`config.mk`:
```
export PLATFORM = sky130hd
export DESIGN_NAME = vox_ctrl
export DESIGN_NICKNAME = d
export VERILOG_FILES = /design/src/vox_pkg.sv /design/src/vox_ctrl.sv
export SDC_FILE = /design/constraint.sdc
export NUM_CORES = 1
export LEC_CHECK = 0
export BUFFER_PORTS_ARGS = -buffer_cell sky130_fd_sc_hd__buf_2
export CAP_MARGIN = 20
export CELL_PAD_IN_SITES_DETAIL_PLACEMENT = 2
export CELL_PAD_IN_SITES_GLOBAL_PLACEMENT = 2
export CORE_UTILIZATION = 25
export DETAILED_ROUTE_END_ITERATION = 10
export GPL_ROUTABILITY_DRIVEN = 0
export HOLD_SLACK_MARGIN = 0.15
export PLACE_DENSITY_LB_ADDON = 0.1
export SYNTH_ARGS = -nofsm -noshare
export SYNTH_HDL_FRONTEND = slang
export SYNTH_SLANG_ARGS = --single-unit
```
`constraint.sdc`:
```
create_clock -name clk -period 2.3 [get_ports clk]
set_input_delay 0.23 -clock clk [delete_from_list [all_inputs] [get_ports clk]]
set_output_delay 0.23 -clock clk [all_outputs]
set_load 0.01 [all_outputs]
```
`src/vox_pkg.sv`:
```
// shared types, constants and helpers for the voxel grid accumulator
package vox_pkg;

    localparam int GRID_X = 16;
    localparam int GRID_Y = 16;
    localparam int GRID_Z = 16;
    localparam int STORE_DEPTH = GRID_X * GRID_Y * GRID_Z;

    localparam int ADDR_W = (STORE_DEPTH > 1) ? $clog2(STORE_DEPTH) : 1;
    localparam int XI_W = (GRID_X > 1) ? $clog2(GRID_X) : 1;
    localparam int YI_W = (GRID_Y > 1) ? $clog2(GRID_Y) : 1;
    localparam int ZI_W = (GRID_Z > 1) ? $clog2(GRID_Z) : 1;

    localparam int DATA_W = 32;

    localparam logic [DATA_W-1:0] ORIGIN_RST = 32'hFFFF_0000;
    localparam logic [DATA_W-1:0] SCALE_RST = 32'd524288;

    typedef logic [2:0] cfg_idx_t;
    localparam cfg_idx_t REG_ORIGIN_X = 3'd0;
    localparam cfg_idx_t REG_ORIGIN_Y = 3'd1;
    localparam cfg_idx_t REG_ORIGIN_Z = 3'd2;
    localparam cfg_idx_t REG_SCALE_X = 3'd3;
    localparam cfg_idx_t REG_SCALE_Y = 3'd4;
    localparam cfg_idx_t REG_SCALE_Z = 3'd5;

    typedef logic [1:0] axis_t;
    localparam axis_t AXIS_X = 2'd0;
    localparam axis_t AXIS_Y = 2'd1;
    localparam axis_t AXIS_Z = 2'd2;

    // controller to datapath
    typedef struct packed {
        logic  clr_step;
        logic  capture;
        logic  sub;
        logic  mul;
        logic  chk;
        logic  addr;
        logic  rd;
        logic  wr;
        logic  load_bad;
        logic  load_out;
        axis_t axis;
    } vox_cmd_t;

    // datapath to controller
    typedef struct packed {
        logic clr_last;
        logic req_ok;
        logic chk_ok;
        logic slot_free;
    } vox_stat_t;

    function automatic logic [DATA_W-1:0] grid_size(input axis_t a);
        logic [DATA_W-1:0] s;
        case (a)
            AXIS_X:  s = DATA_W'(GRID_X);
            AXIS_Y:  s = DATA_W'(GRID_Y);
            AXIS_Z:  s = DATA_W'(GRID_Z);
            default: s = '0;
        endcase
        return s;
    endfunction

endpackage

```
`src/vox_ctrl.sv`:
```
// controller: sequences the clearing pass and the per-item axis, read and write steps
module vox_ctrl (
    input  logic               clk,
    input  logic               rst_n,
    input  logic               in_valid,
    output logic               in_ready,
    output vox_pkg::vox_cmd_t  cmd,
    input  vox_pkg::vox_stat_t stat
);
    import vox_pkg::*;

    typedef enum logic [3:0] {
        ST_CLEAR,
        ST_IDLE,
        ST_SUB,
        ST_MUL,
        ST_CHK,
        ST_ADDR,
        ST_READ,
        ST_WRITE,
        ST_BAD,
        ST_OUT
    } state_t;

    state_t state_reg;
    state_t state_next;
    axis_t  axis_reg;
    axis_t  axis_next;

    always_ff @(posedge clk or negedge rst_n)
    begin
        if (!rst_n)
        begin
            state_reg <= ST_CLEAR;
            axis_reg  <= AXIS_X;
        end
        else
        begin
            state_reg <= state_next;
            axis_reg  <= axis_next;
        end
    end

    always_comb
    begin
        state_next = state_reg;
        axis_next  = axis_reg;
        cmd        = '0;
        cmd.axis   = axis_reg;
        in_ready   = 1'b0;
        case (state_reg)
            ST_CLEAR:
            begin
                cmd.clr_step = 1'b1;
                if (stat.clr_last)
                begin
                    state_next = ST_IDLE;
                end
            end
            ST_IDLE:
            begin
                in_ready    = 1'b1;
                cmd.capture = in_valid;
                axis_next   = AXIS_X;
                if (in_valid)
                begin
                    state_next = stat.req_ok ? ST_SUB : ST_BAD;
                end
            end
            ST_SUB:
            begin
                cmd.sub    = 1'b1;
                state_next = ST_MUL;
            end
            ST_MUL:
            begin
                cmd.mul    = 1'b1;
                state_next = ST_CHK;
            end
            ST_CHK:
            begin
                cmd.chk = 1'b1;
                if (!stat.chk_ok)
                begin
                    state_next = ST_OUT;
                end
                else if (axis_reg == AXIS_Z)
                begin
                    state_next = ST_ADDR;
                end
                else
                begin
                    axis_next  = axis_reg + 1'b1;
                    state_next = ST_SUB;
                end
            end
            ST_ADDR:
            begin
                cmd.addr   = 1'b1;
                state_next = ST_READ;
            end
            ST_READ:
            begin
                cmd.rd     = 1'b1;
                state_next = ST_WRITE;
            end
            ST_WRITE:
            begin
                // write and result load happen together, once the output slot is free
                if (stat.slot_free)
                begin
                    cmd.wr     = 1'b1;
                    state_next = ST_IDLE;
                end
            end
            ST_BAD:
            begin
                if (stat.slot_free)
                begin
                    cmd.load_bad = 1'b1;
                    state_next   = ST_IDLE;
                end
            end
            ST_OUT:
            begin
                if (stat.slot_free)
                begin
                    cmd.load_out = 1'b1;
                    state_next   = ST_IDLE;
                end
            end
            default:
            begin
                state_next = ST_IDLE;
            end
        endcase
    end

endmodule

```
### Yosys cells after proc, flatten, opt, wreduce, memory -nomap -nowiden

Index checks and enable logic that the tools add are counted.
Widths: inputs -> output; s select.

* add/subtract/negate cells: 1
* multiply operators: 0
* div/mod/pow operators: 0
* magnitude comparators: 0
* equality and inequality tests: 15
* shift operators: 0
* mux-type cells: 22
* bitwise logic cells: 0
* reduce and logical (&&, ||, !) cells: 5

Operators with widths (count)
* $pmux 4 s8: 1
* $mux 4: 5
* $eq 4x3->1 const B: 4
* $mux 1: 12
* $eq 4x2->1 const B: 2
* $eq 4x4->1 const B: 2
* $ne 2x2->1 const B: 4
* $reduce_and 3->1: 2
* $eq 4x1->1 const B: 1
* $logic_not 4->1: 1
* $mux 2: 2
* $pmux 2 s2: 1
* $mux 3: 1
* $reduce_or 3->1: 1
* $add 2x1->2 const B: 1
* $eq 2x2->1 const B: 1
* $ne 2x1->1 const B: 1
* $reduce_bool 2->1: 1

* register bits: 6
* latch bits: 0
* bits in writable memories: 0
* ROM bits: 0
* input port bits: 7
* output and inout port bits: 13
* word-level logic and storage cells: 45
* memories kept: 0

### Longest topological paths before layout

* depth in word-level cells: 4
* gate-level depth with buffers: 5
* gate-level depth less buffers: 5

### Worst setup path before layout

No wires, ideal clock.

* kind: flip-flop to output port
* start: register state_reg[2]
* end: output port cmd[10] (netlist name)
* arrival time: 1187 ps
* data required time: 2070 ps
* path slack: 883 ps
* cell stages (with the launch flop): 4
* path buffers: 0
* cells stage by stage: dfrtp_1 or4b_4 inv_2 and2_1

RTL lines
* from (decl): RTL line vox_ctrl.sv:25 `state_t state_reg;`
* from (signal assigned): RTL line vox_ctrl.sv:39 `state_reg <= state_next;`
* to (decl): RTL line vox_ctrl.sv:7 `output vox_pkg::vox_cmd_t cmd,`

==> results by group <==
Outcome
  • Status: finished, final reports clean

Power
  • Flop pwr share: 0.338
  • Clock share of power: 0.127
  • Lkg Pwr: ~0.00032 uW
  • Psw: ~340 uW
  • Total power: 736 uW
  • Pwr Density: approximately 1200 mW/mm2
  • Peak supply drop: between 0.5 and 0.6 mV
  • Sw Ratio: 0.463
  • Int Pwr: a little under 400 uW
  • Combinational Power Share: 0.535

Min path
  • Worst hold stages: 3
  • Min-delay worst type: in -> reg

Yosys
  • Synth Cell Area: between 400 and 500 um2
  • Syn Area/Cell: roughly 8.0 um2
  • Syn Inst Count: between 50 and 60
  • Post-synthesis cell type count: 26
  • Seq cells post-synth: 6
  • Yosys warns: 0
  • Sequential-to-total area share from yosys stat: 0.322
  • Mapped Nets: 66

Die
  • Die W: 45.2 um
  • Core Footprint: roughly 0.0017 mm2
  • I/O pins: 20
  • Die ar.: just over 0.002 mm2
  • Starting Density: 0.267
  • Placement row count: 15
  • Die Span Y: ~45 um

Critical path
  • Startpoint types: flip-flop
  • Critical path class: reg -> out
  • R2r startpoint: state_reg[0]$_DFFE_PN0P_
  • Crit path max-delay cell type: dfrtp_1
  • Largest stage delay, worst path: ~610 ps
  • Crit path launch: state_reg[0]$_DFFE_PN0P_
  • Crit path cell chain: or4b_4, inv_2, and2_1, buf_2
  • CP required: 2070 ps
  • CP Max Fanout: 16
  • Flop2flop setup slack: 830 ps
  • R2r worst-path depth: 3
  • Critical path endpoint: cmd[10]
  • Crit. End Element: output port
  • Crit path arrival time: roughly 1700 ps
  • Reg2reg end: axis_reg[0]$_DFFE_PN0P_

Clocking
  • Root Driver: clkbuf_4
  • Post-CTS sizing: 0
  • Clk_lat worst skew: around 240 ps
  • Num CTS Buffers: 3
  • CTS tree: built
  • Setup repair bufs after CTS: 0
  • Clk buf depth: 2
  • Number of H-tree levels: 1
  • TritonCTS Sinks: 6
  • Reg clk slew, reported paths: approximately 40 ps

Timing
  • Final setup fails: 0
  • Setup Skew: 0.526 ps
  • Worst Slack Setup Final: 376 ps
  • Final Cycle Share: 0.836
  • Worst-Margin Slew: about 470 ps
  • Max-slew headroom: 0.688
  • Max-slew violation count: 0
  • Setup TNS: 0 ps
  • Final hold violations: 0
  • Fin crit period: approximately 1900 ps
  • F_max: between 500 and 600 MHz
  • RSZ-0062 raised after global routing: false

Route
  • Vias: approximately 510
  • Number of iterations in the first detailed-routing pass: 4
  • Drt initial violations: 6
  • Total wire length: around 1.3 mm
  • Wire per inst: about 13 um
  • DR vias/cell: roughly 5
  • DR DRC count: 0
  • Routed Antenna Nets: 0

Global routing
  • GRT overflow: 0
  • Initial antenna violation count: 0
  • GR Util met2: 0.203
  • GRT Resource Usage Total: 0.158
  • Routing usage on met1: 0.236
  • Most Crowded Layer GR: met1
  • First-pass GRT wire length: about 2.2 mm
  • Vias in the first global route: 442
  • Largest net degree at the start of global routing: 17
  • Routing usage on met3: 0.0120

Place
  • Place WS: 611 ps
  • Port buffer count: 19
  • Detailed placement HPWL: 1.03 mm

Finish
  • Most frequent cells in the layout: 19 x buf_2, 6 x nor2_1, 6 x dfrtp_1
  • Commonest non-fill, non-tap cell in the layout: buf_2
  • Area grow syn2layout: 31.6%
  • Max reg flops: 4
  • Final nets: between 80 and 90
  • Layout cell share with drive strength beyond 1: 0.333
  • Filler cell count: about 220
  • Antenna diodes: 0

Flow run
  • Max cap viols: 0
==> worst max-delay path: cells and delay by family (launching register included) <==
family	cells	cell delay, ps
DFF	1	610
buffers and inverters	2	180
and+or+nand+nor	2	650
==> stage by stage <==
stage / instances / hold slack (ps) / instance area, um2 / util
2_1_floorplan: 58 / -65.6 / 467 / -
6_report: 103 / 294 / 614 / 0.352
5_1_grt: 103 / 319 / 614 / 0.352
4_1_cts: 103 / 291 / 614 / 0.352
3_5_place_dp: 99 / 59.8 / 582 / 0.333
3_3_place_gp: 99 / 56.5 / 582 / 0.333
==> logic make-up (layout without fill, tap and decap cells) <==
logic type,after synthesis,in the layout,share of synthesized area
AND/OR/NAND/NOR,29,29,0.340
AO/OA/AOI/OAI,12,12,0.182
buffers and inverters,7,27,0.0643
flip-flops,6,6,0.322
multiplexers,3,3,0.0643
adder cells (fa/ha/maj),1,1,0.0268
==> power groups by stage <==
stage / sequential, uW / clock [uW] / combinational, uW
final: 249 / 93.6 / 394
after CTS: 250 / 99.6 / 400
after global placement: 245 / 0 / 392
after floorplan: 191 / 0 / 317
after detailed placement: 252 / 0 / 396
after global routing: 265 / 101 / 442
==> area by class of cell <==
cell class	instances	area [um2]	area share
Clock buffer	3	22.5	0.0367
Inverter	3	11.3	0.0183
Timing Repair Buffer	21	113	0.183
Tap cell	25	31.3	0.0509
Multi-Input combinational cell	45	287	0.466
Sequential cell	6	150	0.244
==> how the worst min path moves through the flow <==
stage                 start                        to  slack (ps)
floorplan             rst_n   axis_reg[0]$_DFFE_PN0P_         -70
global placement      rst_n   axis_reg[1]$_DFFE_PN0P_          60
detailed placement    rst_n   axis_reg[1]$_DFFE_PN0P_          60
CTS                 stat[1]  state_reg[2]$_DFFE_PN0P_         290
global route        stat[1]  state_reg[2]$_DFFE_PN0P_         320
finish              stat[1]  state_reg[2]$_DFFE_PN0P_         290
==> synthesized netlist by cell type <==
library cell	instances	area share
dfrtp_1	6	0.32
nor2_1	6	0.048
a21oi_1	5	0.054
nand2_1	5	0.040
nor3_1	5	0.054
buf_2	3	0.032
mux2i_1	3	0.064
nand2b_1	3	0.040
inv_1	2	0.016
nand3_1	2	0.021
nor2b_1	2	0.027
o21a_1	2	0.032
a211oi_1	1	0.016
a41o_1	1	0.021
and2_1	1	0.013
buf_1	1	0.0080
ha_1	1	0.027
inv_2	1	0.0080
nand3b_1	1	0.016
nor3b_1	1	0.016
nor4_1	1	0.013
nor4bb_1	1	0.021
o21bai_1	1	0.016
o221a_2	1	0.024
o221ai_1	1	0.019
or4b_4	1	0.029
==> layer usage <==
layer / vias to the layer above / share of wire / wire length (um)
met5: - / 0 / 0
met4: 0 / 0.012 / 16
met3: 2 / 0.022 / 30
met2: 12 / 0.46 / 613
met1: 245 / 0.51 / 686
li1: 246 / - / -
==> repair_timing <==
item                                   CTS  global route
setup endpoints to repair                0             0
hold buffers                             1             0
endpoints found under the hold margin    6             0
Note: power is estimated with default switching activity, not from simulation.
